--- config.mk ---
export PLATFORM = sky130hd
export DESIGN_NAME = ahp_front_flat
export DESIGN_NICKNAME = d
export VERILOG_FILES = /design/src/sv/assert_macros.svh /design/src/sv/ahp_pkg.sv /design/src/sv/ahp_ifs.sv /design/src/sv/ahp_front.sv /design/src/flat_wrapper.sv
export SDC_FILE = /design/constraint.sdc
export NUM_CORES = 1
export LEC_CHECK = 0
export BUFFER_PORTS_ARGS = -buffer_cell sky130_fd_sc_hd__buf_2
export CAP_MARGIN = 5
export CORE_ASPECT_RATIO = 0.7
export CORE_MARGIN = 2
export CORE_UTILIZATION = 36
export DETAILED_ROUTE_END_ITERATION = 8
export PLACE_DENSITY = 0.77
export SYNTH_ARGS = -nofsm -noshare
export SYNTH_HDL_FRONTEND = slang
export SYNTH_SLANG_ARGS = --single-unit
--- constraint.sdc ---
create_clock -name vclk -period 3.73
set_input_delay 0.1865 -clock vclk [all_inputs]
set_output_delay 0.1865 -clock vclk [all_outputs]
set_load 0.005 [all_outputs]
--- src/sv/assert_macros.svh ---
// Assertion macros shared by the profiler RTL.
`ifndef ASSERT_MACROS_SVH
`define ASSERT_MACROS_SVH

`ifndef NO_ASSERTIONS

// Same-cycle implication, disabled while reset is high.
`define AHP_ASSERT_SAME(name, clk, rst, ante, cons) \
   name: assert property (@(posedge clk) disable iff (rst) (ante) |-> (cons)) \
      else $error("address_hit_profiler: assertion failed");

// Next-cycle implication, disabled while reset is high.
`define AHP_ASSERT_NEXT(name, clk, rst, ante, cons) \
   name: assert property (@(posedge clk) disable iff (rst) (ante) |=> (cons)) \
      else $error("address_hit_profiler: assertion failed");

`else

`define AHP_ASSERT_SAME(name, clk, rst, ante, cons)
`define AHP_ASSERT_NEXT(name, clk, rst, ante, cons)

`endif

`endif

--- src/sv/ahp_pkg.sv ---
// Shared constants, codes and types of the address hit profiler.
`timescale 1ns / 1ps
`default_nettype none

package ahp_pkg;

   // Counter store geometry.
   localparam int COUNTER_DEPTH = 4096;
   localparam int IDX_W         = $clog2(COUNTER_DEPTH);
   localparam int SIZE_W        = $clog2(COUNTER_DEPTH + 1);

   // Field widths.
   localparam int ADDR_W      = 32;
   localparam int COUNT_W     = 64;
   localparam int FUNC_W      = 2;
   localparam int WANT_W      = 7;
   localparam int NZ_W        = 13;
   localparam int SHIFT_W     = 2;
   localparam int ENTRIES_W   = 13;
   localparam int CSR_INDEX_W = 2;
   localparam int CSR_DATA_W  = 32;

   localparam int MAX_REPORT = 64;

   // Command queue between front and back.
   localparam int QUEUE_DEPTH = 2;
   localparam int QPTR_W      = (QUEUE_DEPTH > 1) ? $clog2(QUEUE_DEPTH) : 1;
   localparam int QCNT_W      = $clog2(QUEUE_DEPTH + 1);

   localparam logic [COUNT_W-1:0] ALL_ONES = '1;

   // Request function codes.
   localparam logic [FUNC_W-1:0] FUNC_HIT    = 2'd0;
   localparam logic [FUNC_W-1:0] FUNC_READ   = 2'd1;
   localparam logic [FUNC_W-1:0] FUNC_REPORT = 2'd2;

   // Register indexes.
   localparam logic [CSR_INDEX_W-1:0] CSR_BASE    = 2'd0;
   localparam logic [CSR_INDEX_W-1:0] CSR_SHIFT   = 2'd1;
   localparam logic [CSR_INDEX_W-1:0] CSR_ENTRIES = 2'd2;

   // Register reset values and limits.
   localparam logic [SHIFT_W-1:0] SHIFT_RESET = 2'd2;
   localparam logic [SHIFT_W-1:0] SHIFT_MAX   = 2'd2;
   localparam int ENTRIES_RESET = (4096 > COUNTER_DEPTH) ? COUNTER_DEPTH : 4096;

   // Effective configuration, already clamped.
   typedef struct packed {
      logic [ADDR_W-1:0]  base_address;
      logic [SHIFT_W-1:0] step_shift;
      logic [SIZE_W-1:0]  entries;
   } cfg_type;

   // One classified request waiting for the back end.
   typedef struct packed {
      logic [FUNC_W-1:0] func;
      logic [ADDR_W-1:0] address;
      logic [IDX_W-1:0]  index;
      logic              in_range;
      logic [WANT_W-1:0] report_count;
   } cmd_type;

   typedef struct packed {
      logic [QCNT_W-1:0] count;
      logic              full;
      logic              valid;
   } queue_status_type;

   typedef struct packed {
      logic clearing;
   } back_status_type;

   // Counter memory access from the back end.
   typedef struct packed {
      logic               we;
      logic [IDX_W-1:0]   waddr;
      logic [COUNT_W-1:0] wdata;
      logic               re;
      logic [IDX_W-1:0]   raddr;
   } ram_req_type;

   // One response item.
   typedef struct packed {
      logic [ADDR_W-1:0]  entry_address;
      logic [COUNT_W-1:0] hit_count;
      logic               entry_valid;
      logic [NZ_W-1:0]    nonzero_entries;
      logic [COUNT_W-1:0] total_hits;
      logic               last_item;
   } rsp_item_type;

   typedef enum logic [2:0] {
      ST_CLEAR,
      ST_IDLE,
      ST_HIT_WR,
      ST_READ_OUT,
      ST_SCAN,
      ST_SCAN_WAIT,
      ST_DECIDE,
      ST_FLUSH
   } back_state_type;

endpackage

`default_nettype wire

--- src/sv/ahp_ifs.sv ---
// Request, response and register-write channel interfaces of the profiler.
`timescale 1ns / 1ps
`default_nettype none

interface ahp_req_if;
   import ahp_pkg::*;
   logic              valid;
   logic              ready;
   logic [FUNC_W-1:0] func;
   logic [ADDR_W-1:0] address;
   logic [WANT_W-1:0] report_count;

   modport source (output valid, func, address, report_count, input ready);
   modport sink (input valid, func, address, report_count, output ready);
endinterface


`default_nettype wire

--- src/sv/ahp_front.sv ---
// Front end: accepts requests, maps the address to a counter index and queues the command.
`timescale 1ns / 1ps
`default_nettype none

module ahp_front (
   ahp_req_if.sink                         req,
   input  wire ahp_pkg::cfg_type           cfg,
   input  wire ahp_pkg::back_status_type   back_status,
   input  wire ahp_pkg::queue_status_type  q_status,
   output logic                            push,
   output ahp_pkg::cmd_type                push_cmd
);
   import ahp_pkg::*;

   logic [ADDR_W-1:0] offset;
   logic [ADDR_W-1:0] idx_full;

   // Requests wait while the counters are being cleared or the queue is full.
   assign req.ready = !back_status.clearing && !q_status.full;

   // Unknown function codes are accepted and dropped.
   assign push = req.valid && req.ready && (req.func inside {FUNC_HIT, FUNC_READ, FUNC_REPORT});

   // Address to counter index and range check.
   always_comb begin
      offset   = req.address - cfg.base_address;
      idx_full = offset >> cfg.step_shift;

      push_cmd.func     = req.func;
      push_cmd.address  = req.address;
      push_cmd.index    = idx_full[IDX_W-1:0];
      push_cmd.in_range = idx_full < ADDR_W'(cfg.entries);
      push_cmd.report_count = (req.report_count > WANT_W'(MAX_REPORT)) ?
                              WANT_W'(MAX_REPORT) : req.report_count;
   end

endmodule

`default_nettype wire

--- src/flat_wrapper.sv ---
// flat-port wrapper written by rule: the top's interface ports become plain ports
module ahp_front_flat import ahp_pkg::*;
  (cfg, back_status, q_status, push, push_cmd, req_valid, req_func, req_address, req_report_count, req_ready);
  ahp_req_if req_i ();
  input  wire ahp_pkg::cfg_type cfg;
  input  wire ahp_pkg::back_status_type back_status;
  input  wire ahp_pkg::queue_status_type q_status;
  output logic push;
  output ahp_pkg::cmd_type push_cmd;
  input wire logic [$bits(req_i.valid)-1:0] req_valid;
  input wire logic [$bits(req_i.func)-1:0] req_func;
  input wire logic [$bits(req_i.address)-1:0] req_address;
  input wire logic [$bits(req_i.report_count)-1:0] req_report_count;
  output wire logic [$bits(req_i.ready)-1:0] req_ready;
  assign req_i.valid = req_valid;
  assign req_i.func = req_func;
  assign req_i.address = req_address;
  assign req_i.report_count = req_report_count;
  assign req_ready = req_i.ready;
  ahp_front u_core (.req(req_i), .cfg(cfg), .back_status(back_status), .q_status(q_status), .push(push), .push_cmd(push_cmd));
endmodule
==> results.yml <==
final_layout:
  clock_buffers: 0
  regArea_sq_um: 0
  final_util_pct: 52.4
  n_antenna_cell: 0
  layout_commonest_cell: "buf_2"
  final_cell_mix: "147 x buf_2, 61 x buf_4, 50 x inv_1"
  multiInputGateArea_sq_um: 2660
  drive_gt1_share_pct: 41.5
  nets: 740
  fillerInstances: 756
  area_growth_pct: 39.6
  seq_cells: 0
floorplanning:
  die_y_um: 80.3
  die_x_um: 113
  initial_utilization_pct: 37.6
  core_sq_um: 7970
  die-area_sq_um: 9080
  core.rowCount: 27
  ios: 150
route:
  drt-pass1-iter-count: 7
  drtIter0Drc: 231
  drt-total-wl_um: 9440
  avgViaCountPerCell: 5.26
  ant_nets: 0
  drc: 7
  drt-wirelength-per-cell_um: 13.5
  num_vias: 3684
synth:
  syn_nets: 580
  synth_compound_area_share_pct: 28.8
  synthXorXnorAreaFrac_pct: 5.56
  synth_mux_area_share_pct: 8.44
  yosysWarnings: 0
  synth.avg_cell_area_sq_um: 6.78
  synth_top_family_by_area: "compound AO/OA/AOI/OAI gates"
  syn_inst: 442
  synthSimpleGateAreaFrac_pct: 21.3
  synthAdderAreaFrac_pct: 18.6
  synth_area_sq_um: 3000
  yosysSeqAreaShare_pct: 0
  ys_types: 60
worst_hold_path:
  whs_path_depth: 2
  worstHoldStart: "req_address[5]"
  min_to: "push_cmd[25]"
  hp-class: "in -> out"
global_routing:
  track_usage_pct: 19.3
  met2_usage_pct: 30.7
  grtUsageMet1_pct: 29.1
  grt_max_degree: 25
  grt_pass1_wl_um: 15100
  grt.busiest_layer: "met2"
  use_met3_pct: 1.43
  grt_pass1_vias: 3301
  antenna_found_initial: 0
  overflow: 0
sta:
  period_share_pct: 113
  slew_viol_final: 0
  setup_ws_ns: -0.496
  max_slew_margin_pct: 66.6
  fmaxAchievable_mhz: 237
  final_period_minus_worst_setup_slack_ns: 4.23
  final_hold_viol_count: 0
  rsz0062_at_grt: "true"
  worst_pin_slew_ns: 0.496
  hold_ws_ns: 0.559
  setup_viol: 1
critical_path:
  startpoint: "req_address[0]"
  cp-start-kind: "primary input"
  critical_path_arrival_ns: 4.04
  path_max_fanout: 4
  cp-end-kind: "output port"
  cp.required_ns: 3.54
  crit_type: "in -> out"
power:
  power_density_nw_per_um2: 200
  seq_power_share_pct: 0
  p_comb_share_pct: 100.0
  intPower_w: 0.000407
  p_leak_nw: 2.25
  switching_share_pct: 51.3
  switching_power_w: 0.000429
  p_clk_share_pct: 0
  max-vdd-ir-drop_mv: 0.0679
placement:
  hpwlAfterDp_um: 8280
  portBuffers: 147
  gp_congestion: 0.968
status:
  status: "finished, violations left"
  violations: "DRC, setup timing"
flow_run:
  maxCapViolCount: 0
clocking:
  holdBufCountCts: 0
==> logic make-up after synthesis <==
kind of cell | Yosys count
buffers and inverters | 103
xor gates and xnor gates | 19
AOI/OAI and AO/OA | 126
adders and majority gates | 44
and+or+nand+nor | 125
muxes | 25
==> timing repair <==
| action | in CTS | in global routing |
|---|---|---|
| endpoints found under the setup margin | 1 | 1 |
| pin swaps | 6 | 0 |
| gates resized for setup | 4 | 3 |
| setup buffers | 1 | 0 |
==> worst max-delay path: stages <==
cell and delay (ns):
buf_2 0.11, inv_2 0.06, ha_4 0.13, inv_2 0.04, fa_2 0.41, a211oi_2 0.23, o211ai_1 0.17, a31o_2 0.27
nor2_4 0.13, xnor2_2 0.10, o21ai_1 0.14, mux2i_1 0.11, ha_2 0.22, a2111oi_4 0.18, o221ai_1 0.17, nor4_1 0.24
nand3_1 0.15, a2111oi_2 0.23, nand2_1 0.09, nand4bb_1 0.21, nor4_2 0.18, and3_1 0.19, buf_2 0.11
==> worst max path at each step <==
stage	slack [ns]	cells past startpoint	endpoint
6_report	-0.50	23	push_cmd[7]
5_1_grt	-0.77	22	push_cmd[7]
4_1_cts	-0.49	25	push_cmd[7]
3_5_place_dp	-0.68	22	push_cmd[7]
3_3_place_gp	-0.45	23	push_cmd[7]
2_1_floorplan	0.004	23	push_cmd[7]
==> per-layer routing <==
metal / vias up / share of wire, %
met1: 1645 / 50
met4: 0 / 0.43
met2: 161 / 42
met5: - / 0
met3: 6 / 7.4
li1: 1872 / -
==> area by class of cell <==
cell class         instances  area share [%]
inverters                 53            4.76
multi-input cells        339            63.7
well taps                101            3.02
repair buffers           208            28.5
==> synthesized netlist by cell type, types with 4 or more instances <==
cell / number / area (sq um)
o2111ai_1: 4 / 35.0
o21a_1: 5 / 37.5
xnor2_1: 12 / 105
nand4_1: 9 / 56.3
nor3_1: 8 / 40.0
buf_4: 34 / 255
o211ai_1: 6 / 45.0
o21ai_0: 21 / 105
xor2_1: 7 / 61.3
a31oi_1: 5 / 31.3
inv_1: 53 / 199
mux2i_1: 23 / 230
nor2b_1: 10 / 62.6
nor2_1: 23 / 86.3
nand2_1: 31 / 116
nand3_1: 16 / 80.1
ha_1: 43 / 538
a21boi_0: 4 / 30.0
o21bai_1: 4 / 30.0
nand2b_1: 8 / 50.1
a21oi_1: 35 / 175
nor4_1: 4 / 25.0
a21o_1: 8 / 60.1
clkbuf_1: 11 / 41.3
==> per-stage QoR <==
| stage | setup TNS, ns | worst slack, ns | instance area [sq um] | cells | total power (W) |
|---|---|---|---|---|---|
| 3_5_place_dp | -0.685 | -0.685 | 4130 | 700 | 0.000811 |
| 6_report | -0.496 | -0.496 | 4180 | 701 | 0.000836 |
| 4_1_cts | -0.494 | -0.494 | 4160 | 701 | 0.000823 |
| 5_1_grt | -0.766 | -0.766 | 4180 | 701 | 0.000917 |
| 3_3_place_gp | -0.454 | -0.454 | 4130 | 700 | 0.000791 |
| 2_1_floorplan | 0 | 0.00442 | 3140 | 442 | 0.000504 |
==> power by group through the flow <==
stage | clock network, W | logic [W] | registers (W)
CTS | 0 | 0.000823 | 0
global placement | 0 | 0.000791 | 0
finish | 0 | 0.000836 | 0
detailed placement | 0 | 0.000811 | 0
floorplan | 0 | 0.000504 | 0
global route | 0 | 0.000917 | 0
No activity file was read; power rests on OpenSTA's default activity.
