==> config.mk <==
export PLATFORM = sky130hd
export DESIGN_NAME = ahp_queue
export DESIGN_NICKNAME = d
export VERILOG_FILES = /design/src/sv/assert_macros.svh /design/src/sv/ahp_pkg.sv /design/src/sv/ahp_queue.sv
export SDC_FILE = /design/constraint.sdc
export NUM_CORES = 1
export LEC_CHECK = 0
export ABC_AREA = 1
export BUFFER_PORTS_ARGS = -buffer_cell sky130_fd_sc_hd__buf_4
export CAP_MARGIN = 20
export CORE_ASPECT_RATIO = 1.5
export CORE_MARGIN = 2
export CORE_UTILIZATION = 58
export CTS_BUF_LIST = sky130_fd_sc_hd__clkbuf_8
export DETAILED_ROUTE_END_ITERATION = 16
export PLACE_DENSITY = 0.94
export SLEW_MARGIN = 40
export SYNTH_ARGS = -nofsm -noshare
export SYNTH_HDL_FRONTEND = slang
export SYNTH_SLANG_ARGS = --single-unit
==> constraint.sdc <==
create_clock -name clock -period 5.7 [get_ports clock]
set_input_delay 1.14 -clock clock [delete_from_list [all_inputs] [get_ports clock]]
set_output_delay 1.14 -clock clock [all_outputs]
set_load 0.05 [all_outputs]
==> src/sv/assert_macros.svh <==
// Assertion macros shared by the profiler RTL.
`ifndef ASSERT_MACROS_SVH
`define ASSERT_MACROS_SVH

`ifndef NO_ASSERTIONS

// Same-cycle implication, disabled while reset is high.
`define AHP_ASSERT_SAME(name, clk, rst, ante, cons) \
   name: assert property (@(posedge clk) disable iff (rst) (ante) |-> (cons)) \
      else $error("address_hit_profiler: assertion failed");

// Next-cycle implication, disabled while reset is high.
`define AHP_ASSERT_NEXT(name, clk, rst, ante, cons) \
   name: assert property (@(posedge clk) disable iff (rst) (ante) |=> (cons)) \
      else $error("address_hit_profiler: assertion failed");

`else

`define AHP_ASSERT_SAME(name, clk, rst, ante, cons)
`define AHP_ASSERT_NEXT(name, clk, rst, ante, cons)

`endif

`endif

==> src/sv/ahp_pkg.sv <==
// Shared constants, codes and types of the address hit profiler.
`timescale 1ns / 1ps
`default_nettype none

package ahp_pkg;

   // Counter store geometry.
   localparam int COUNTER_DEPTH = 4096;
   localparam int IDX_W         = $clog2(COUNTER_DEPTH);
   localparam int SIZE_W        = $clog2(COUNTER_DEPTH + 1);

   // Field widths.
   localparam int ADDR_W      = 32;
   localparam int COUNT_W     = 64;
   localparam int FUNC_W      = 2;
   localparam int WANT_W      = 7;
   localparam int NZ_W        = 13;
   localparam int SHIFT_W     = 2;
   localparam int ENTRIES_W   = 13;
   localparam int CSR_INDEX_W = 2;
   localparam int CSR_DATA_W  = 32;

   localparam int MAX_REPORT = 64;

   // Command queue between front and back.
   localparam int QUEUE_DEPTH = 2;
   localparam int QPTR_W      = (QUEUE_DEPTH > 1) ? $clog2(QUEUE_DEPTH) : 1;
   localparam int QCNT_W      = $clog2(QUEUE_DEPTH + 1);

   localparam logic [COUNT_W-1:0] ALL_ONES = '1;

   // Request function codes.
   localparam logic [FUNC_W-1:0] FUNC_HIT    = 2'd0;
   localparam logic [FUNC_W-1:0] FUNC_READ   = 2'd1;
   localparam logic [FUNC_W-1:0] FUNC_REPORT = 2'd2;

   // Register indexes.
   localparam logic [CSR_INDEX_W-1:0] CSR_BASE    = 2'd0;
   localparam logic [CSR_INDEX_W-1:0] CSR_SHIFT   = 2'd1;
   localparam logic [CSR_INDEX_W-1:0] CSR_ENTRIES = 2'd2;

   // Register reset values and limits.
   localparam logic [SHIFT_W-1:0] SHIFT_RESET = 2'd2;
   localparam logic [SHIFT_W-1:0] SHIFT_MAX   = 2'd2;
   localparam int ENTRIES_RESET = (4096 > COUNTER_DEPTH) ? COUNTER_DEPTH : 4096;

   // Effective configuration, already clamped.
   typedef struct packed {
      logic [ADDR_W-1:0]  base_address;
      logic [SHIFT_W-1:0] step_shift;
      logic [SIZE_W-1:0]  entries;
   } cfg_type;

   // One classified request waiting for the back end.
   typedef struct packed {
      logic [FUNC_W-1:0] func;
      logic [ADDR_W-1:0] address;
      logic [IDX_W-1:0]  index;
      logic              in_range;
      logic [WANT_W-1:0] report_count;
   } cmd_type;

   typedef struct packed {
      logic [QCNT_W-1:0] count;
      logic              full;
      logic              valid;
   } queue_status_type;

   typedef struct packed {
      logic clearing;
   } back_status_type;

   // Counter memory access from the back end.
   typedef struct packed {
      logic               we;
      logic [IDX_W-1:0]   waddr;
      logic [COUNT_W-1:0] wdata;
      logic               re;
      logic [IDX_W-1:0]   raddr;
   } ram_req_type;

   // One response item.
   typedef struct packed {
      logic [ADDR_W-1:0]  entry_address;
      logic [COUNT_W-1:0] hit_count;
      logic               entry_valid;
      logic [NZ_W-1:0]    nonzero_entries;
      logic [COUNT_W-1:0] total_hits;
      logic               last_item;
   } rsp_item_type;

   typedef enum logic [2:0] {
      ST_CLEAR,
      ST_IDLE,
      ST_HIT_WR,
      ST_READ_OUT,
      ST_SCAN,
      ST_SCAN_WAIT,
      ST_DECIDE,
      ST_FLUSH
   } back_state_type;

endpackage

`default_nettype wire

==> src/sv/ahp_queue.sv <==
// Short command queue that decouples the front end from the back end.
`timescale 1ns / 1ps
`default_nettype none

module ahp_queue (
   input  wire logic                        clock,
   input  wire logic                        reset,
   input  wire logic                        push,
   input  wire ahp_pkg::cmd_type            push_cmd,
   input  wire logic                        pop,
   output ahp_pkg::cmd_type                 head,
   output ahp_pkg::queue_status_type        status
);
   import ahp_pkg::*;

   cmd_type            slots_ff [QUEUE_DEPTH];
   logic [QPTR_W-1:0]  wr_ptr_ff, wr_ptr_in;
   logic [QPTR_W-1:0]  rd_ptr_ff, rd_ptr_in;
   logic [QCNT_W-1:0]  count_ff, count_in;
   logic               do_push;
   logic               do_pop;

   assign status.count = count_ff;
   assign status.full  = (count_ff == QCNT_W'(QUEUE_DEPTH));
   assign status.valid = (count_ff != '0);
   assign head         = slots_ff[rd_ptr_ff];

   assign do_push = push && !status.full;
   assign do_pop  = pop && status.valid;

   // Pointer and occupancy update.
   always_comb begin
      wr_ptr_in = wr_ptr_ff;
      rd_ptr_in = rd_ptr_ff;
      count_in  = count_ff;
      if (do_push) begin
         wr_ptr_in = (wr_ptr_ff == QPTR_W'(QUEUE_DEPTH - 1)) ? '0 : wr_ptr_ff + QPTR_W'(1);
      end
      if (do_pop) begin
         rd_ptr_in = (rd_ptr_ff == QPTR_W'(QUEUE_DEPTH - 1)) ? '0 : rd_ptr_ff + QPTR_W'(1);
      end
      if (do_push && !do_pop) begin
         count_in = count_ff + QCNT_W'(1);
      end else if (do_pop && !do_push) begin
         count_in = count_ff - QCNT_W'(1);
      end
   end

   always_ff @(posedge clock) begin
      if (reset) begin
         wr_ptr_ff <= '0;
         rd_ptr_ff <= '0;
         count_ff  <= '0;
      end else begin
         wr_ptr_ff <= wr_ptr_in;
         rd_ptr_ff <= rd_ptr_in;
         count_ff  <= count_in;
      end
   end

   // Slot storage.
   always_ff @(posedge clock) begin
      if (do_push) begin
         slots_ff[wr_ptr_ff] <= push_cmd;
      end
   end

endmodule

`default_nettype wire

==> results.md, run 1 <==
* Status: finished clean
* Post-synthesis instance total at 205
* Reg-to-Reg Start: count_ff[1]
* Routability cong. at 0.705
* Core box area at 7270 um2
* Min-Delay Path Class: flop to flop
* Hpwl dp at 5230 um
* Pwr Total at 2.76 mW
* Reg2reg setup slack at 3.63 ns
* I/O pin cnt at 116
* Chip width at 75.1 um
* Max_cap viols at 0
* Synth unique cells at 15
* Period minus WS final at 3.12 ns
* Synth area leader: edfxtp_1
* Cts bufs inserted at 17
* CTS clock-pin slew for the worst setup and hold paths at 0.06 ns
* Gr ovfl total at 0
* Sequential fraction of the synthesis area at 76.1%
* Clock latency on the worst-skew pair at 0.42 ns
* Post-Syn Nets at 264
* Initial Util at 60.4%
* Layout cells sized above 1 at 57.2%
* Final wirelength at 7710 um
* DR pass1 iterations at 5
* Post-CTS Resized at 0
* Clk buf depth at 2
* Setup Fix Bufs, Post-CTS at 0
* Nets at 395
* Reg2Reg Depth at 4
* Synth Cell Area at 4390 um2
* Height of the chip at 111 um
* First-pass GRT wire length at 11,400 um
* CP startpoint kind: flop
* Clock sink count at 113
* Worst path slowest cell: dfxtp_4
* Setup TNS at 0 ns
* Hold path depth at 2
* Arrival time worst endpoint at 1.98 ns
* Vias per inst at 4.97
* CP Class: flop to primary output
* Htree depth at 4
* Die ar. at 8300 um2
* PD cells at 489 nW/um2
* Yosys top cell area share at 73.8%
* CTS tree: done
* DR vias at 2,228
* #FFs+latches synth at 113
* Antenna-violating nets left at 0
* Cell Chain, Critical Path: buf_12, mux2_2, buf_4
* Routed len/inst at 17.2 um
* Tcrit/Tclk final at 54.8%
* RSZ-0062 raised after global routing: false
* Worst EP required at 4.56 ns
* Worst slew margin at 48.3%
* Final Hold Vio Count at 0
* Clock skew at 0.00678 ns
* # hold bufs at CTS at 0
* Inserted Diodes at 0
* Worst-Margin Slew at 0.774 ns
* R2r endpoint: slots_ff[1][47]
* Max VDD drop at 0.521 mV
* Leakage at 2.27 nW
* P&R area growth vs syn at 28.4%
* Slew Limit Fails at 0
* Syn. warnings at 0
* Max frequency at 0.320 GHz
* Worst Path Max Fanout at 29
* Final setup viols at 0
* Largest net degree at the start of global routing at 55
* Row cnt at 38
* I/O Buffers at 115
* HP Start: rd_ptr_ff
* Synthesized area per cell at 21.4 um2
* Top area cells in the synthesized netlist: edfxtp_1 74%, mux2_4 17%, buf_12 2.3%
* Number of global-route vias before repair at 2,410
* DRC errors left at 0
* Hold EP: rd_ptr_ff
* Clock root buffer: clkbuf_8
* Antenna violations before repair at 0
* DRT iter0 DRCs at 132
* CP peak stage delay at 0.67 ns
* GRT Overall Usage at 19.7%
* Worst Setup End Kind: primary output
[stage by stage]
step           instances  cell area [um2]  hold WS [ns]  worst slack, ns  util, %
2_1_floorplan        205             4390         0.465             1.75        -
3_3_place_gp         416             5310         0.479             2.93     72.9
3_5_place_dp         417             5330         0.504             2.88     73.2
4_1_cts              448             5640         0.518             2.54     77.6
5_1_grt              448             5640         0.541             2.50     77.6
6_report             448             5640         0.517             2.58     77.6
[placed cells by master (no fill, tap or decap), drive strengths merged]
cell	n
nor2	8
ha	1
bufinv	1
nand3	2
dfxtp	5
buf	118
o21ai	3
edfxtp	108
a21oi	2
clkinv	9
clkbuf	17
inv	12
mux2	54
nand2	7
nand4	1
[worst max-delay path, delay by kind of cell (launching register included)]
family | cells | cell delay, ns
buf+inv | 2 | 0.49
flops | 1 | 0.67
mux | 1 | 0.38
[cells by family (layout without fill, tap and decap cells)]
group	Yosys count	in the layout	synth area share [%]
compound gates	5	5	0.655
fa+ha+maj	1	1	0.285
buf+inv	14	157	3.22
flops	113	113	76.1
mux	54	54	18.1
simple gates	18	18	1.65
[area by class of cell]
class                      count  area (um2)
multi-input combinational     78         925
sequential                   113        3350
clock buffer                  17         234
inverter                       8        30.0
clock inverter                14        85.1
timing repair buffer         118         898
tap                          100         125
fill                         416        1630
[flip-flops by register name (all words and copies together) (netlist names), named ones only]
| register | cells |
|---|---|
| count_ff | 2 |
| slots_ff | 108 |
| wr_ptr_ff | 1 |
| rd_ptr_ff | 1 |
[routing by layer]
| layer | GRT usage, % | vias up | wire length (um) |
|---|---|---|---|
| li1 | - | 1050 | - |
| met1 | 19.1 | 1091 | 2680 |
| met2 | 34.6 | 74 | 4480 |
| met3 | 6.84 | 13 | 405 |
| met4 | 10.5 | 0 | 136 |
| met5 | 0 | - | 0 |
[cells in the mapped netlist]
library cell	number
edfxtp_1	108
ha_1	1
buf_12	5
nand4_1	1
a21oi_1	2
nand2_1	7
o21ai_2	1
inv_1	8
nor2_1	8
o21ai_0	2
dfxtp_1	5
nand3_1	2
mux2_2	4
buf_6	1
mux2_4	50
[power breakdown]
part	switching (mW)	leakage (nW)	internal [mW]	total, mW
Sequential	0.0649	1.05	1.05	1.12
Clock	0.277	0.183	0.323	0.601
Combinational	0.663	1.04	0.378	1.04
Total	1.01	2.27	1.75	2.76
[worst max path at each step]
stage,from,endpoint,slack (ns)
finish,flop,head[38],2.58
global route,flop,head[38],2.50
global placement,push,slots_ff[1][49],2.93
detailed placement,push,slots_ff[1][45],2.88
CTS,flop,head[38],2.54
floorplan,push,slots_ff[0][0],1.75
Power figures use the tool's default switching activity.
==> inputs of run 2 (changes only) <==
--- a/config.mk
+++ b/config.mk
@@ -5,15 +5,15 @@
 export SDC_FILE = /design/constraint.sdc
 export NUM_CORES = 1
 export LEC_CHECK = 0
-export ABC_AREA = 1
+export ABC_AREA = 0
 export BUFFER_PORTS_ARGS = -buffer_cell sky130_fd_sc_hd__buf_4
 export CAP_MARGIN = 20
 export CORE_ASPECT_RATIO = 1.5
 export CORE_MARGIN = 2
-export CORE_UTILIZATION = 58
+export CORE_UTILIZATION = 53
 export CTS_BUF_LIST = sky130_fd_sc_hd__clkbuf_8
 export DETAILED_ROUTE_END_ITERATION = 16
-export PLACE_DENSITY = 0.94
+export PLACE_DENSITY = 0.88
 export SLEW_MARGIN = 40
 export SYNTH_ARGS = -nofsm -noshare
 export SYNTH_HDL_FRONTEND = slang
==> constraint.sdc (replaced) <==
create_clock -name clock -period 3.12 [get_ports clock]
set_input_delay 0.624 -clock clock [delete_from_list [all_inputs] [get_ports clock]]
set_output_delay 0.624 -clock clock [all_outputs]
set_load 0.05 [all_outputs]
==> run 2 against run 1 <==
Count of clock-buffer cells in the layout unchanged. Synthesized cell count down 5.9%. Sequential share of layout area up 2.0 points. Routed wire length down 5.6%. Via count down 1.6%. Final cell count down 1.6%. Register-to-register slack worse by 2.3 ns. Synthesized area down 6.7%. First-iteration DRC count down 42%. Clock skew about the same. Sequential power up 76%. Critical endpoint is now head[11].
==> results.md, run 2 <==
* Nets at 386 (was 395)
* Max_cap viols at 0 (unchanged)
* GRT Overall Usage at 18.2% (was 19.7%)
* Hpwl dp at 5080 um (was 5230 um)
* Clock root buffer: clkbuf_8 (unchanged)
* Initial Util at 54.2% (was 60.4%)
* Max FFs per register at 108 (unchanged)
* I/O Buffers at 115 (unchanged)
* CP endpoint: head[11] (was head[38])
* CP Class: flop to primary output (unchanged)
* P&R area growth vs syn at 32.9% (was 28.4%)
* Sequential fraction of the synthesis area at 81.5% (was 76.1%)
* Hold path depth at 1 (was 2)
* Top area cells in the synthesized netlist: edfxtp_1 79%, mux2_2 15%, dfxtp_1 2.4% (was edfxtp_1 74%, mux2_4 17%, buf_12 2.3%)
* RSZ-0062 raised after global routing: false (unchanged)
* CP startpoint kind: flop (unchanged)
* DR vias at 2,192 (was 2,228)
* DRC errors left at 0 (unchanged)
* Status: finished clean (unchanged)
* R2r endpoint: slots_ff[0][19] (was slots_ff[1][47])
* Reg-to-Reg Start: count_ff[0] (was count_ff[1])
* Number of global-route vias before repair at 2,329 (was 2,410)
* Final Instance Area at 5450 um2 (was 5640 um2)
* Worst Path Max Fanout at 28 (was 29)
* Post-synthesis instance total at 193 (was 205)
* # fillers at 487 (was 416)
* Most frequent cells in the layout: 119 x buf_4, 108 x edfxtp_1, 54 x mux2_2 (was 117 x buf_4, 108 x edfxtp_1, 50 x mux2_4)
* DRT iter0 DRCs at 76 (was 132)
* Max VDD drop at 0.677 mV (was 0.521 mV)
* DR pass1 iterations at 4 (was 5)
* I/O pin cnt at 116 (unchanged)
* Core box area at 7560 um2 (was 7270 um2)
* Largest net degree at the start of global routing at 29 (was 55)
* Most numerous cell in the Yosys netlist: edfxtp_1 (unchanged)
* Setup TNS at 0 ns (unchanged)
* Yosys top cell area share at 79.1% (was 73.8%)
* PD cells at 929 nW/um2 (was 489 nW/um2)
* Synth async-reset ratio at 0% (unchanged)
* WHS at 0.392 ns (was 0.517 ns)
* Reg2Reg Depth at 4 (unchanged)
* Final setup viols at 0 (unchanged)
* Routability cong. at 0.723 (was 0.705)
* Worst-Margin Slew at 0.520 ns (was 0.774 ns)
* Synth Cell Area at 4100 um2 (was 4390 um2)
* Setup Fix Bufs, Post-CTS at 0 (unchanged)
* Tcrit/Tclk final at 73.1%
* Syn. warnings at 0 (unchanged)
* Antenna violations before repair at 0 (unchanged)
* Placed cells at 410 (was 417)
* Chip width at 75.8 um (was 75.1 um)
* Final Hold Vio Count at 0 (unchanged)
* Height of the chip at 112 um (was 111 um)
* Worst EP required at 2.50 ns (was 4.56 ns)
* Post-CTS Resized at 0 (unchanged)
* Slew Limit Fails at 0 (unchanged)
* Post-Syn Nets at 252 (was 264)
* CTS clock-pin slew for the worst setup and hold paths at 0.06 ns (about the same)
* Min-Delay Path Class: primary input to flop (was flop to flop)
* Layout cells sized above 1 at 59.6% (was 57.2%)
* Period minus WS final at 2.28 ns
* Most common cell after layout, fill and taps aside: buf_4 (unchanged)
* Top FF cell, synth: edfxtp_1 (unchanged)
* Pwr Total at 5.07 mW (was 2.76 mW)
* Synth unique cells at 14 (was 15)
* Clock sink count at 113 (unchanged)
* Die ar. at 8470 um2 (was 8300 um2)
* Clock skew at 0.00683 ns (was 0.00678 ns)
* Number of flops mapped to enable cells by yosys at 108 (unchanged)
* Inserted Diodes at 0 (unchanged)
* Leakage at 2.08 nW (was 2.27 nW)
* Final wirelength at 7270 um (was 7710 um)
* Gr ovfl total at 0 (unchanged)
* Layout Utilization at 72.1% (was 77.6%)
* Synth cell count leaders: 108 x edfxtp_1, 54 x mux2_2, 6 x buf_2 (was 108 x edfxtp_1, 50 x mux2_4, 8 x inv_1, 8 x nor2_1, 7 x nand2_1)
* Worst slew margin at 65.3% (was 48.3%)
* Reg2reg setup slack at 1.31 ns (was 3.63 ns)
* Row cnt at 39 (was 38)
* Largest Register: slots_ff (unchanged)
* Synthesized area per cell at 21.3 um2 (was 21.4 um2)
* Layout Cells excl Fill at 441 (was 448)
* First-pass GRT wire length at 10,700 um (was 11,400 um)
* Fin worst setup slack at 0.841 ns (was 2.58 ns)
* #FFs+latches synth at 113 (unchanged)
* Clk buf depth at 2 (unchanged)
* Clock latency on the worst-skew pair at 0.41 ns (was 0.42 ns)
* Antenna-violating nets left at 0 (unchanged)
* Max frequency at 0.439 GHz
* Vias per inst at 4.97 (about the same)
* CTS tree: done (unchanged)
* Arrival time worst endpoint at 1.66 ns (was 1.98 ns)
* Synth area leader: edfxtp_1 (unchanged)
* # hold bufs at CTS at 0 (unchanged)
* Largest regs: slots_ff (108), count_ff (2) (unchanged)
* Placed instance area at 5130 um2 (was 5330 um2)
* Worst Setup End Kind: primary output (unchanged)
* Cts bufs inserted at 17 (unchanged)
* Routed len/inst at 16.5 um (was 17.2 um)
* Htree depth at 4 (unchanged)
* DP Worst Slack at 1.05 ns (was 2.88 ns)
## run 2: cell count changes in the layout (fill, tap and decap cells not counted), sizes merged, moves of 2 or more
cell and change:
inv -7, nand2 -7, nor2 -4, buf +3
xor2 +3, nand3 -2, or3 +2
## run 2: worst min path at each step
stage	start	end	slack, ns
2_1_floorplan	wr_ptr_ff	wr_ptr_ff	0.45
3_3_place_gp	wr_ptr_ff	wr_ptr_ff	0.47
3_5_place_dp	wr_ptr_ff	wr_ptr_ff	0.47
4_1_cts	push_cmd[5]	slots_ff[1][5]	0.36
5_1_grt	push_cmd[4]	slots_ff[0][4]	0.36
6_report	push_cmd[4]	slots_ff[1][4]	0.39
## run 2: where the power goes
part,switching [mW],total (mW),internal [mW]
logic,1.34,2.01,0.671
clock network,0.502,1.09,0.590
registers,0.0589,1.97,1.91
## run 2: critical path, cell delays in order, from the launching register on
cell and delay (ns):
dfxtp_2 0.32, buf_4 0.34, mux2_2 0.39, buf_4 0.19
## run 2: final cells by class
type	count	area (um2)	area share, %
Clock inverter	14	83.8	1.54
Tap cell	102	128	2.34
Sequential cell	113	3340	61.3
Clock buffer	17	234	4.29
Inverter	2	7.51	0.138
Multi-Input combinational cell	72	722	13.2
Timing Repair Buffer	121	933	17.1
## run 2: layer usage
layer / share of wire, % / global-route usage, % / up-vias
li1: - / - / 1025
met1: 34 / 17.2 / 1089
met2: 58 / 32.0 / 67
met3: 5.6 / 6.70 / 11
met4: 1.9 / 10.2 / 0
met5: 0 / 0 / -
## run 2: logic make-up (layout without fill, tap and decap cells)
logic type	after synthesis	count (layout)	share of synthesized area (%)
XOR/XNOR	3	3	0.641
flip-flops	113	113	81.5
AND/OR/NAND/NOR	9	9	1.19
adder cells (fa/ha/maj)	1	1	0.305
multiplexers	54	54	14.8
buffers and inverters	8	154	0.915
AO/OA/AOI/OAI	5	5	0.610
