`src/sv/assert_macros.svh`:
```
// Assertion macros shared by the profiler RTL.
`ifndef ASSERT_MACROS_SVH
`define ASSERT_MACROS_SVH

`ifndef NO_ASSERTIONS

// Same-cycle implication, disabled while reset is high.
`define AHP_ASSERT_SAME(name, clk, rst, ante, cons) \
   name: assert property (@(posedge clk) disable iff (rst) (ante) |-> (cons)) \
      else $error("address_hit_profiler: assertion failed");

// Next-cycle implication, disabled while reset is high.
`define AHP_ASSERT_NEXT(name, clk, rst, ante, cons) \
   name: assert property (@(posedge clk) disable iff (rst) (ante) |=> (cons)) \
      else $error("address_hit_profiler: assertion failed");

`else

`define AHP_ASSERT_SAME(name, clk, rst, ante, cons)
`define AHP_ASSERT_NEXT(name, clk, rst, ante, cons)

`endif

`endif

```
`src/sv/ahp_pkg.sv`:
```
// Shared constants, codes and types of the address hit profiler.
`timescale 1ns / 1ps
`default_nettype none

package ahp_pkg;

   // Counter store geometry.
   localparam int COUNTER_DEPTH = 4096;
   localparam int IDX_W         = $clog2(COUNTER_DEPTH);
   localparam int SIZE_W        = $clog2(COUNTER_DEPTH + 1);

   // Field widths.
   localparam int ADDR_W      = 32;
   localparam int COUNT_W     = 64;
   localparam int FUNC_W      = 2;
   localparam int WANT_W      = 7;
   localparam int NZ_W        = 13;
   localparam int SHIFT_W     = 2;
   localparam int ENTRIES_W   = 13;
   localparam int CSR_INDEX_W = 2;
   localparam int CSR_DATA_W  = 32;

   localparam int MAX_REPORT = 64;

   // Command queue between front and back.
   localparam int QUEUE_DEPTH = 2;
   localparam int QPTR_W      = (QUEUE_DEPTH > 1) ? $clog2(QUEUE_DEPTH) : 1;
   localparam int QCNT_W      = $clog2(QUEUE_DEPTH + 1);

   localparam logic [COUNT_W-1:0] ALL_ONES = '1;

   // Request function codes.
   localparam logic [FUNC_W-1:0] FUNC_HIT    = 2'd0;
   localparam logic [FUNC_W-1:0] FUNC_READ   = 2'd1;
   localparam logic [FUNC_W-1:0] FUNC_REPORT = 2'd2;

   // Register indexes.
   localparam logic [CSR_INDEX_W-1:0] CSR_BASE    = 2'd0;
   localparam logic [CSR_INDEX_W-1:0] CSR_SHIFT   = 2'd1;
   localparam logic [CSR_INDEX_W-1:0] CSR_ENTRIES = 2'd2;

   // Register reset values and limits.
   localparam logic [SHIFT_W-1:0] SHIFT_RESET = 2'd2;
   localparam logic [SHIFT_W-1:0] SHIFT_MAX   = 2'd2;
   localparam int ENTRIES_RESET = (4096 > COUNTER_DEPTH) ? COUNTER_DEPTH : 4096;

   // Effective configuration, already clamped.
   typedef struct packed {
      logic [ADDR_W-1:0]  base_address;
      logic [SHIFT_W-1:0] step_shift;
      logic [SIZE_W-1:0]  entries;
   } cfg_type;

   // One classified request waiting for the back end.
   typedef struct packed {
      logic [FUNC_W-1:0] func;
      logic [ADDR_W-1:0] address;
      logic [IDX_W-1:0]  index;
      logic              in_range;
      logic [WANT_W-1:0] report_count;
   } cmd_type;

   typedef struct packed {
      logic [QCNT_W-1:0] count;
      logic              full;
      logic              valid;
   } queue_status_type;

   typedef struct packed {
      logic clearing;
   } back_status_type;

   // Counter memory access from the back end.
   typedef struct packed {
      logic               we;
      logic [IDX_W-1:0]   waddr;
      logic [COUNT_W-1:0] wdata;
      logic               re;
      logic [IDX_W-1:0]   raddr;
   } ram_req_type;

   // One response item.
   typedef struct packed {
      logic [ADDR_W-1:0]  entry_address;
      logic [COUNT_W-1:0] hit_count;
      logic               entry_valid;
      logic [NZ_W-1:0]    nonzero_entries;
      logic [COUNT_W-1:0] total_hits;
      logic               last_item;
   } rsp_item_type;

   typedef enum logic [2:0] {
      ST_CLEAR,
      ST_IDLE,
      ST_HIT_WR,
      ST_READ_OUT,
      ST_SCAN,
      ST_SCAN_WAIT,
      ST_DECIDE,
      ST_FLUSH
   } back_state_type;

endpackage

`default_nettype wire

```
`src/sv/ahp_ifs.sv`:
```
// Request, response and register-write channel interfaces of the profiler.
`timescale 1ns / 1ps
`default_nettype none


interface ahp_rsp_if;
   import ahp_pkg::*;
   logic               valid;
   logic               ready;
   logic [ADDR_W-1:0]  entry_address;
   logic [COUNT_W-1:0] hit_count;
   logic               entry_valid;
   logic [NZ_W-1:0]    nonzero_entries;
   logic [COUNT_W-1:0] total_hits;
   logic               last_item;

   modport source (output valid, entry_address, hit_count, entry_valid, nonzero_entries,
                   total_hits, last_item, input ready);
   modport sink (input valid, entry_address, hit_count, entry_valid, nonzero_entries,
                 total_hits, last_item, output ready);
endinterface


`default_nettype wire

```
`src/sv/ahp_back.sv`:
```
// Back end: clears the counters, executes hits and reads, and runs top-n report scans.
`timescale 1ns / 1ps
`default_nettype none

module ahp_back (
   input  wire logic                        clock,
   input  wire logic                        reset,
   input  wire ahp_pkg::cfg_type            cfg,
   input  wire ahp_pkg::cmd_type            q_head,
   input  wire ahp_pkg::queue_status_type   q_status,
   output logic                             q_pop,
   output ahp_pkg::ram_req_type             ram_req,
   input  wire logic [ahp_pkg::COUNT_W-1:0] ram_rdata,
   output ahp_pkg::back_status_type         status,
   ahp_rsp_if.source                        rsp
);
   import ahp_pkg::*;

   back_state_type      state_ff, state_in;
   logic [IDX_W-1:0]    clr_ff, clr_in;
   logic                pipe_vld_ff;
   logic                out_vld_ff, out_vld_in;

   cmd_type             cur_ff;
   logic [IDX_W-1:0]    scan_ff;
   logic [IDX_W-1:0]    pipe_idx_ff;
   logic                first_ff;
   logic [COUNT_W-1:0]  best_val_ff;
   logic [IDX_W-1:0]    best_idx_ff;
   logic [SIZE_W-1:0]   nz_ff;
   logic [COUNT_W-1:0]  tot_ff;
   logic                pend_vld_ff;
   logic [COUNT_W-1:0]  pend_val_ff;
   logic [IDX_W-1:0]    pend_idx_ff;
   logic [WANT_W-1:0]   picks_ff;
   rsp_item_type        out_ff;

   logic                out_free;
   logic                scan_last;
   logic                got;
   logic                cand;
   logic                start_report;
   logic                scan_issue;
   logic                decide_take;
   logic                emit;
   rsp_item_type        emit_item;
   rsp_item_type        pend_item;
   rsp_item_type        empty_item;
   logic [COUNT_W-1:0]  inc_value;

   assign status.clearing = (state_ff == ST_CLEAR);
   assign out_free  = !out_vld_ff || rsp.ready;
   assign scan_last = (SIZE_W'(scan_ff) == cfg.entries - SIZE_W'(1));
   assign got       = (best_val_ff != '0) && (cur_ff.report_count != '0);
   assign inc_value = (ram_rdata == ALL_ONES) ? ram_rdata : ram_rdata + COUNT_W'(1);

   // Candidate test for the entry returning from the memory during a scan.
   assign cand = (ram_rdata != ALL_ONES) && (ram_rdata != '0) &&
                 (first_ff || (ram_rdata < pend_val_ff) ||
                  ((ram_rdata == pend_val_ff) && (pipe_idx_ff > pend_idx_ff))) &&
                 (ram_rdata > best_val_ff);

   // Response items built from the pending pick and for an empty report.
   always_comb begin
      pend_item.entry_address   = (ADDR_W'(pend_idx_ff) << cfg.step_shift) + cfg.base_address;
      pend_item.hit_count       = pend_val_ff;
      pend_item.entry_valid     = 1'b1;
      pend_item.nonzero_entries = NZ_W'(nz_ff);
      pend_item.total_hits      = tot_ff;
      pend_item.last_item       = 1'b0;

      empty_item.entry_address   = '0;
      empty_item.hit_count       = '0;
      empty_item.entry_valid     = 1'b0;
      empty_item.nonzero_entries = NZ_W'(nz_ff);
      empty_item.total_hits      = tot_ff;
      empty_item.last_item       = 1'b1;
   end

   // Next state.
   always_comb begin
      state_in = state_ff;
      case (state_ff)
         ST_CLEAR: begin
            if (clr_ff == IDX_W'(COUNTER_DEPTH - 1)) begin
               state_in = ST_IDLE;
            end
         end
         ST_IDLE: begin
            if (q_status.valid) begin
               case (q_head.func)
                  FUNC_HIT: state_in = q_head.in_range ? ST_HIT_WR : ST_IDLE;
                  FUNC_READ: state_in = ST_READ_OUT;
                  FUNC_REPORT: state_in = (cfg.entries == '0) ? ST_DECIDE : ST_SCAN;
                  default: state_in = ST_IDLE;
               endcase
            end
         end
         ST_HIT_WR: state_in = ST_IDLE;
         ST_READ_OUT: begin
            if (out_free) begin
               state_in = ST_IDLE;
            end
         end
         ST_SCAN: begin
            if (scan_last) begin
               state_in = ST_SCAN_WAIT;
            end
         end
         ST_SCAN_WAIT: state_in = ST_DECIDE;
         ST_DECIDE: begin
            if (out_free) begin
               if (!got) begin
                  state_in = ST_IDLE;
               end else if (picks_ff + WANT_W'(1) == cur_ff.report_count) begin
                  state_in = ST_FLUSH;
               end else begin
                  state_in = ST_SCAN;
               end
            end
         end
         ST_FLUSH: begin
            if (out_free) begin
               state_in = ST_IDLE;
            end
         end
         default: state_in = ST_CLEAR;
      endcase
   end

   // State outputs: memory access, queue pop and response emission.
   always_comb begin
      ram_req.we    = 1'b0;
      ram_req.waddr = cur_ff.index;
      ram_req.wdata = inc_value;
      ram_req.re    = 1'b0;
      ram_req.raddr = q_head.index;
      q_pop         = 1'b0;
      start_report  = 1'b0;
      scan_issue    = 1'b0;
      decide_take   = 1'b0;
      emit          = 1'b0;
      emit_item     = empty_item;
      case (state_ff)
         ST_CLEAR: begin
            ram_req.we    = 1'b1;
            ram_req.waddr = clr_ff;
            ram_req.wdata = '0;
         end
         ST_IDLE: begin
            if (q_status.valid) begin
               q_pop = 1'b1;
               if ((q_head.func == FUNC_HIT || q_head.func == FUNC_READ) && q_head.in_range)
               begin
                  ram_req.re = 1'b1;
               end
               if (q_head.func == FUNC_REPORT) begin
                  start_report = 1'b1;
               end
            end
         end
         ST_HIT_WR: begin
            ram_req.we = 1'b1;
         end
         ST_READ_OUT: begin
            emit = out_free;
            emit_item.entry_address   = cur_ff.address;
            emit_item.hit_count       = cur_ff.in_range ? ram_rdata : '0;
            emit_item.entry_valid     = cur_ff.in_range;
            emit_item.nonzero_entries = '0;
            emit_item.total_hits      = '0;
            emit_item.last_item       = 1'b1;
         end
         ST_SCAN: begin
            ram_req.re    = 1'b1;
            ram_req.raddr = scan_ff;
            scan_issue    = 1'b1;
         end
         ST_SCAN_WAIT: begin
         end
         ST_DECIDE: begin
            if (out_free) begin
               decide_take = got;
               if (!got) begin
                  emit = 1'b1;
                  if (pend_vld_ff) begin
                     emit_item = pend_item;
                     emit_item.last_item = 1'b1;
                  end
               end else if (pend_vld_ff) begin
                  emit      = 1'b1;
                  emit_item = pend_item;
               end
            end
         end
         ST_FLUSH: begin
            emit      = out_free;
            emit_item = pend_item;
            emit_item.last_item = 1'b1;
         end
         default: begin
         end
      endcase
   end

   // Control registers.
   always_comb begin
      clr_in     = (state_ff == ST_CLEAR) ? clr_ff + IDX_W'(1) : '0;
      out_vld_in = emit ? 1'b1 : (rsp.ready ? 1'b0 : out_vld_ff);
   end

   always_ff @(posedge clock) begin
      if (reset) begin
         state_ff    <= ST_CLEAR;
         clr_ff      <= '0;
         pipe_vld_ff <= 1'b0;
         out_vld_ff  <= 1'b0;
      end else begin
         state_ff    <= state_in;
         clr_ff      <= clr_in;
         pipe_vld_ff <= scan_issue;
         out_vld_ff  <= out_vld_in;
      end
   end

   // Command, scan and pick registers.
   always_ff @(posedge clock) begin
      pipe_idx_ff <= scan_ff;
      if (q_pop) begin
         cur_ff <= q_head;
      end
      if (start_report) begin
         scan_ff     <= '0;
         first_ff    <= 1'b1;
         best_val_ff <= '0;
         best_idx_ff <= '0;
         nz_ff       <= '0;
         tot_ff      <= '0;
         pend_vld_ff <= 1'b0;
         picks_ff    <= '0;
      end else begin
         if (scan_issue) begin
            scan_ff <= scan_ff + IDX_W'(1);
         end
         // The first pass also counts nonzero entries and sums them.
         if (pipe_vld_ff) begin
            if (first_ff && ram_rdata != '0) begin
               nz_ff  <= nz_ff + SIZE_W'(1);
               tot_ff <= tot_ff + ram_rdata;
            end
            if (cand) begin
               best_val_ff <= ram_rdata;
               best_idx_ff <= pipe_idx_ff;
            end
         end
         // A new pick becomes pending and bounds the next pass.
         if (decide_take) begin
            pend_vld_ff <= 1'b1;
            pend_val_ff <= best_val_ff;
            pend_idx_ff <= best_idx_ff;
            picks_ff    <= picks_ff + WANT_W'(1);
            scan_ff     <= '0;
            first_ff    <= 1'b0;
            best_val_ff <= '0;
         end
      end
      if (emit) begin
         out_ff <= emit_item;
      end
   end

   // Response channel.
   assign rsp.valid           = out_vld_ff;
   assign rsp.entry_address   = out_ff.entry_address;
   assign rsp.hit_count       = out_ff.hit_count;
   assign rsp.entry_valid     = out_ff.entry_valid;
   assign rsp.nonzero_entries = out_ff.nonzero_entries;
   assign rsp.total_hits      = out_ff.total_hits;
   assign rsp.last_item       = out_ff.last_item;

endmodule

`default_nettype wire

```
`src/flat_wrapper.sv`:
```
// flat-port wrapper written by rule: the top's interface ports become plain ports
module ahp_back_flat import ahp_pkg::*;
  (clock, reset, cfg, q_head, q_status, q_pop, ram_req, ram_rdata, status, rsp_valid, rsp_entry_address, rsp_hit_count, rsp_entry_valid, rsp_nonzero_entries, rsp_total_hits, rsp_last_item, rsp_ready);
  ahp_rsp_if rsp_i ();
  input  wire logic clock;
  input  wire logic reset;
  input  wire ahp_pkg::cfg_type cfg;
  input  wire ahp_pkg::cmd_type q_head;
  input  wire ahp_pkg::queue_status_type q_status;
  output logic q_pop;
  output ahp_pkg::ram_req_type ram_req;
  input  wire logic [ahp_pkg::COUNT_W-1:0] ram_rdata;
  output ahp_pkg::back_status_type status;
  output wire logic [$bits(rsp_i.valid)-1:0] rsp_valid;
  output wire logic [$bits(rsp_i.entry_address)-1:0] rsp_entry_address;
  output wire logic [$bits(rsp_i.hit_count)-1:0] rsp_hit_count;
  output wire logic [$bits(rsp_i.entry_valid)-1:0] rsp_entry_valid;
  output wire logic [$bits(rsp_i.nonzero_entries)-1:0] rsp_nonzero_entries;
  output wire logic [$bits(rsp_i.total_hits)-1:0] rsp_total_hits;
  output wire logic [$bits(rsp_i.last_item)-1:0] rsp_last_item;
  input wire logic [$bits(rsp_i.ready)-1:0] rsp_ready;
  assign rsp_valid = rsp_i.valid;
  assign rsp_entry_address = rsp_i.entry_address;
  assign rsp_hit_count = rsp_i.hit_count;
  assign rsp_entry_valid = rsp_i.entry_valid;
  assign rsp_nonzero_entries = rsp_i.nonzero_entries;
  assign rsp_total_hits = rsp_i.total_hits;
  assign rsp_last_item = rsp_i.last_item;
  assign rsp_i.ready = rsp_ready;
  ahp_back u_core (.clock(clock), .reset(reset), .cfg(cfg), .q_head(q_head), .q_status(q_status), .q_pop(q_pop), .ram_req(ram_req), .ram_rdata(ram_rdata), .status(status), .rsp(rsp_i));
endmodule
```
`config.mk`:
```
export PLATFORM = sky130hd
export DESIGN_NAME = ahp_back_flat
export DESIGN_NICKNAME = d
export VERILOG_FILES = /design/src/sv/assert_macros.svh /design/src/sv/ahp_pkg.sv /design/src/sv/ahp_ifs.sv /design/src/sv/ahp_back.sv /design/src/flat_wrapper.sv
export SDC_FILE = /design/constraint.sdc
export NUM_CORES = 1
export LEC_CHECK = 0
export BUFFER_PORTS_ARGS = -buffer_cell sky130_fd_sc_hd__buf_2
export CAP_MARGIN = 20
export CORE_MARGIN = 2
export CORE_UTILIZATION = 40
export DETAILED_ROUTE_END_ITERATION = 10
export PLACE_DENSITY_LB_ADDON = 0.25
export SYNTH_ARGS = -nofsm -noshare
export SYNTH_HDL_FRONTEND = slang
export SYNTH_SLANG_ARGS = --single-unit
```
`constraint.sdc`:
```
create_clock -name clock -period 13.49 [get_ports clock]
set_input_delay 2.0235 -clock clock [delete_from_list [all_inputs] [get_ports clock]]
set_output_delay 2.0235 -clock clock [all_outputs]
set_load 0.1 [all_outputs]
```
==> flow_summary.yaml <==
setup_path:
  crit_slowest_cell: "o311ai_2"
  cp-end-kind: "primary output"
  crit_path_start_kind: "input pin"
  critPathRequiredTime_ps: 11470
  cpMostUsedCell: "buf_2"
  crit_chain: "buf_2 -> and3_1 -> nand4_1 -> nand4bb_4 -> o311ai_2 -> nor4_2 -> buf_4 -> nand2_1 -> nor2_2 -> and2_1 -> xnor2_1 -> nor2_1 -> buf_2"
  critical_path_class: "in2out"
  slowest_delay_ps: 610
  path_buf_inv: 3
  worstPathMaxFanout: 9
  rrSetupSlack_ps: 9020
  arrival_ps: 5450
  critPathTopFamily: "simple AND/OR/NAND/NOR gates"
cts:
  clk_latency_ps: 620
  cts.sinks: 506
  post-cts-setup-buffers: 0
  holdBufCountCts: 0
  cts_tree: "done"
  cts_buffer_depth: 3
  h-tree-depth: 2
  cts_resized: 0
  cts_root_buf: "clkbuf_16"
  cts_buffers: 56
  clkSlewWorstSetupHoldPaths_ps: 50
global_route:
  grt_max_degree: 142
  grt_pass1_wl_um: 141000
  overflow: 0
  grt_usage_pct: 24.1
  grt_pass1_vias: 23100
  grt_antenna_before_repair: 4
final_layout:
  final_common_cell: "buf_2"
  final_core_util_pct: 46.9
  area_growth_pct: 16.1
  num-fill-cells: 7050
  fin_nets: 3828
  final_cell_mix: "buf_2, edfxtp_1, a21oi_1"
  drive_gt1_share_pct: 17.4
  seqCellArea_um2: 13200
  multi_input_area_um2: 15000
timing:
  slew_viol_final: 0
  fin_crit_ps: 7470
  rsz0062_at_grt: "no"
  fin_worst_skew_ps: 27.6
  worst_pin_slew_ps: 1120
  fmax_mhz: 134
  hold_viol: 0
  slew-limit-headroom_pct: 25.6
  fin_tns_setup_ps: 0
  fin_crit_sh_pct: 55.4
  finalSetupViolCount: 0
floorplanning:
  num_io_pins: 440
  die_w_um: 276
  dieArea_um2: 75900
  core_um2: 73000
  start_util_pct: 40.4
  rows: 99
  die-height_um: 276
power:
  leakage_uw: 0.0138
  max-vdd-ir-drop_mv: 0.0919
  p_per_area_nw_per_um2: 101
  total_power_uw: 3440
drt:
  via_count: 24700
  viasPerCell: 5.56
  drc: 0
  drtAntennaViolNets: 0
  drt-pass1-iter-count: 6
  dr.first_iter.drc_count: 2015
  routedWlPerCell_um: 21.1
  wl_um: 93600
worst_hold_path:
  hp-class: "reg2reg"
logic_synthesis:
  syn_avg_cell_area_um2: 9.57
  synthArstFlopShare_pct: 0
  netlist_instances: 3080
  synth_seq_cells: 506
  syn_area_um2: 29500
  synth.distinct_cells: 92
  synth-seq-area-share_pct: 44.6
  synthFlopType: "edfxtp_1"
  yosys_warnings: 0
  syn_nets: 3479
  synth_edf_count: 303
placement:
  portBuffers: 436
  gp_congestion: 0.943
  dp_hpwl_um: 66800
job:
  maxCapViolCount: 0
outcome:
  outcome: "finished clean"
## flip-flops by register name, summed over array words and instances (netlist names), 3 cells and up
name	count
u_core.best_val_ff	64
u_core.pend_val_ff	64
u_core.rsp.hit_count	64
u_core.rsp.total_hits	64
u_core.tot_ff	64
u_core.cur_ff	52
u_core.rsp.entry_address	32
u_core.nz_ff	13
u_core.rsp.nonzero_entries	13
u_core.best_idx_ff	12
u_core.clr_ff	12
u_core.pend_idx_ff	12
u_core.pipe_idx_ff	12
u_core.scan_ff	12
u_core.picks_ff	7
u_core.state_ff	3
## layer usage
metal	routed length [µm]	vias to the layer above	GRT usage, %
met3	5890	117	3.85
met4	2140	0	5.97
li1	-	11900	-
met5	0	-	0
met2	42000	762	38.1
met1	43600	11900	34.4
## power breakdown
| group | internal (µW) | switching [µW] |
|---|---|---|
| combinational | 95.1 | 176 |
| clock | 872 | 646 |
| sequential | 1640 | 14.6 |
## synth_stat cells, types with 56 or more instances
cell      instances  area (µm²)
and2_1           88         551
xnor2_1          82         718
edfxtp_1        303        9100
a21o_1           99         743
clkbuf_1        112         420
dfxtp_1         203        4060
nand4_1          74         463
a21oi_1         275        1380
o21ai_1          56         280
ha_1            225        2820
a22o_1           95         832
inv_1           175         657
o21ai_0         112         561
nor2_1          198         743
nand3_1         163         816
nand2_1         266         998
xor2_1          113         990
## through the flow
stage               std cells  worst slack [ps]  area, µm²  hold WS [ps]
floorplan                3080              3440      29500           329
global placement         4327              6100      32400           408
detailed placement       4327              6140      32400           412
CTS                      4433              6120      34200           426
global route             4439              5850      34200           441
finish                   4439              6020      34200           426
## path summary, 6_finish.rpt
path,from,to,cells past startpoint
setup / recovery,ram_rdata[48],ram_req[74],13
hold / removal,u_core.best_idx_ff[8],u_core.pend_idx_ff[8],0
setup reg to reg,u_core.pend_val_ff[47],u_core.best_idx_ff[3],12
hold reg to reg,u_core.best_idx_ff[8],u_core.pend_idx_ff[8],0
## final cells by class
type | instances | share of cell area (%)
Antenna cell | 3 | 0.0219
Multi-Input combinational cell | 2236 | 43.9
Clock buffer | 86 | 4.90
Tap cell | 959 | 3.51
Sequential cell | 506 | 38.5
Inverter | 175 | 1.92
Clock inverter | 20 | 0.384
Timing Repair Buffer | 454 | 6.89
## cells by family after synthesis
| kind of cell | count (synthesis) | share of synthesized area, % |
|---|---|---|
| muxes | 37 | 1.49 |
| xor gates and xnor gates | 195 | 5.79 |
| DFF | 506 | 44.6 |
| AOI/OAI and AO/OA | 771 | 16.7 |
| and+or+nand+nor | 1006 | 17.1 |
| adders and majority gates | 227 | 9.68 |
| buffers and inverters | 338 | 4.59 |
Power figures use the tool's default switching activity.
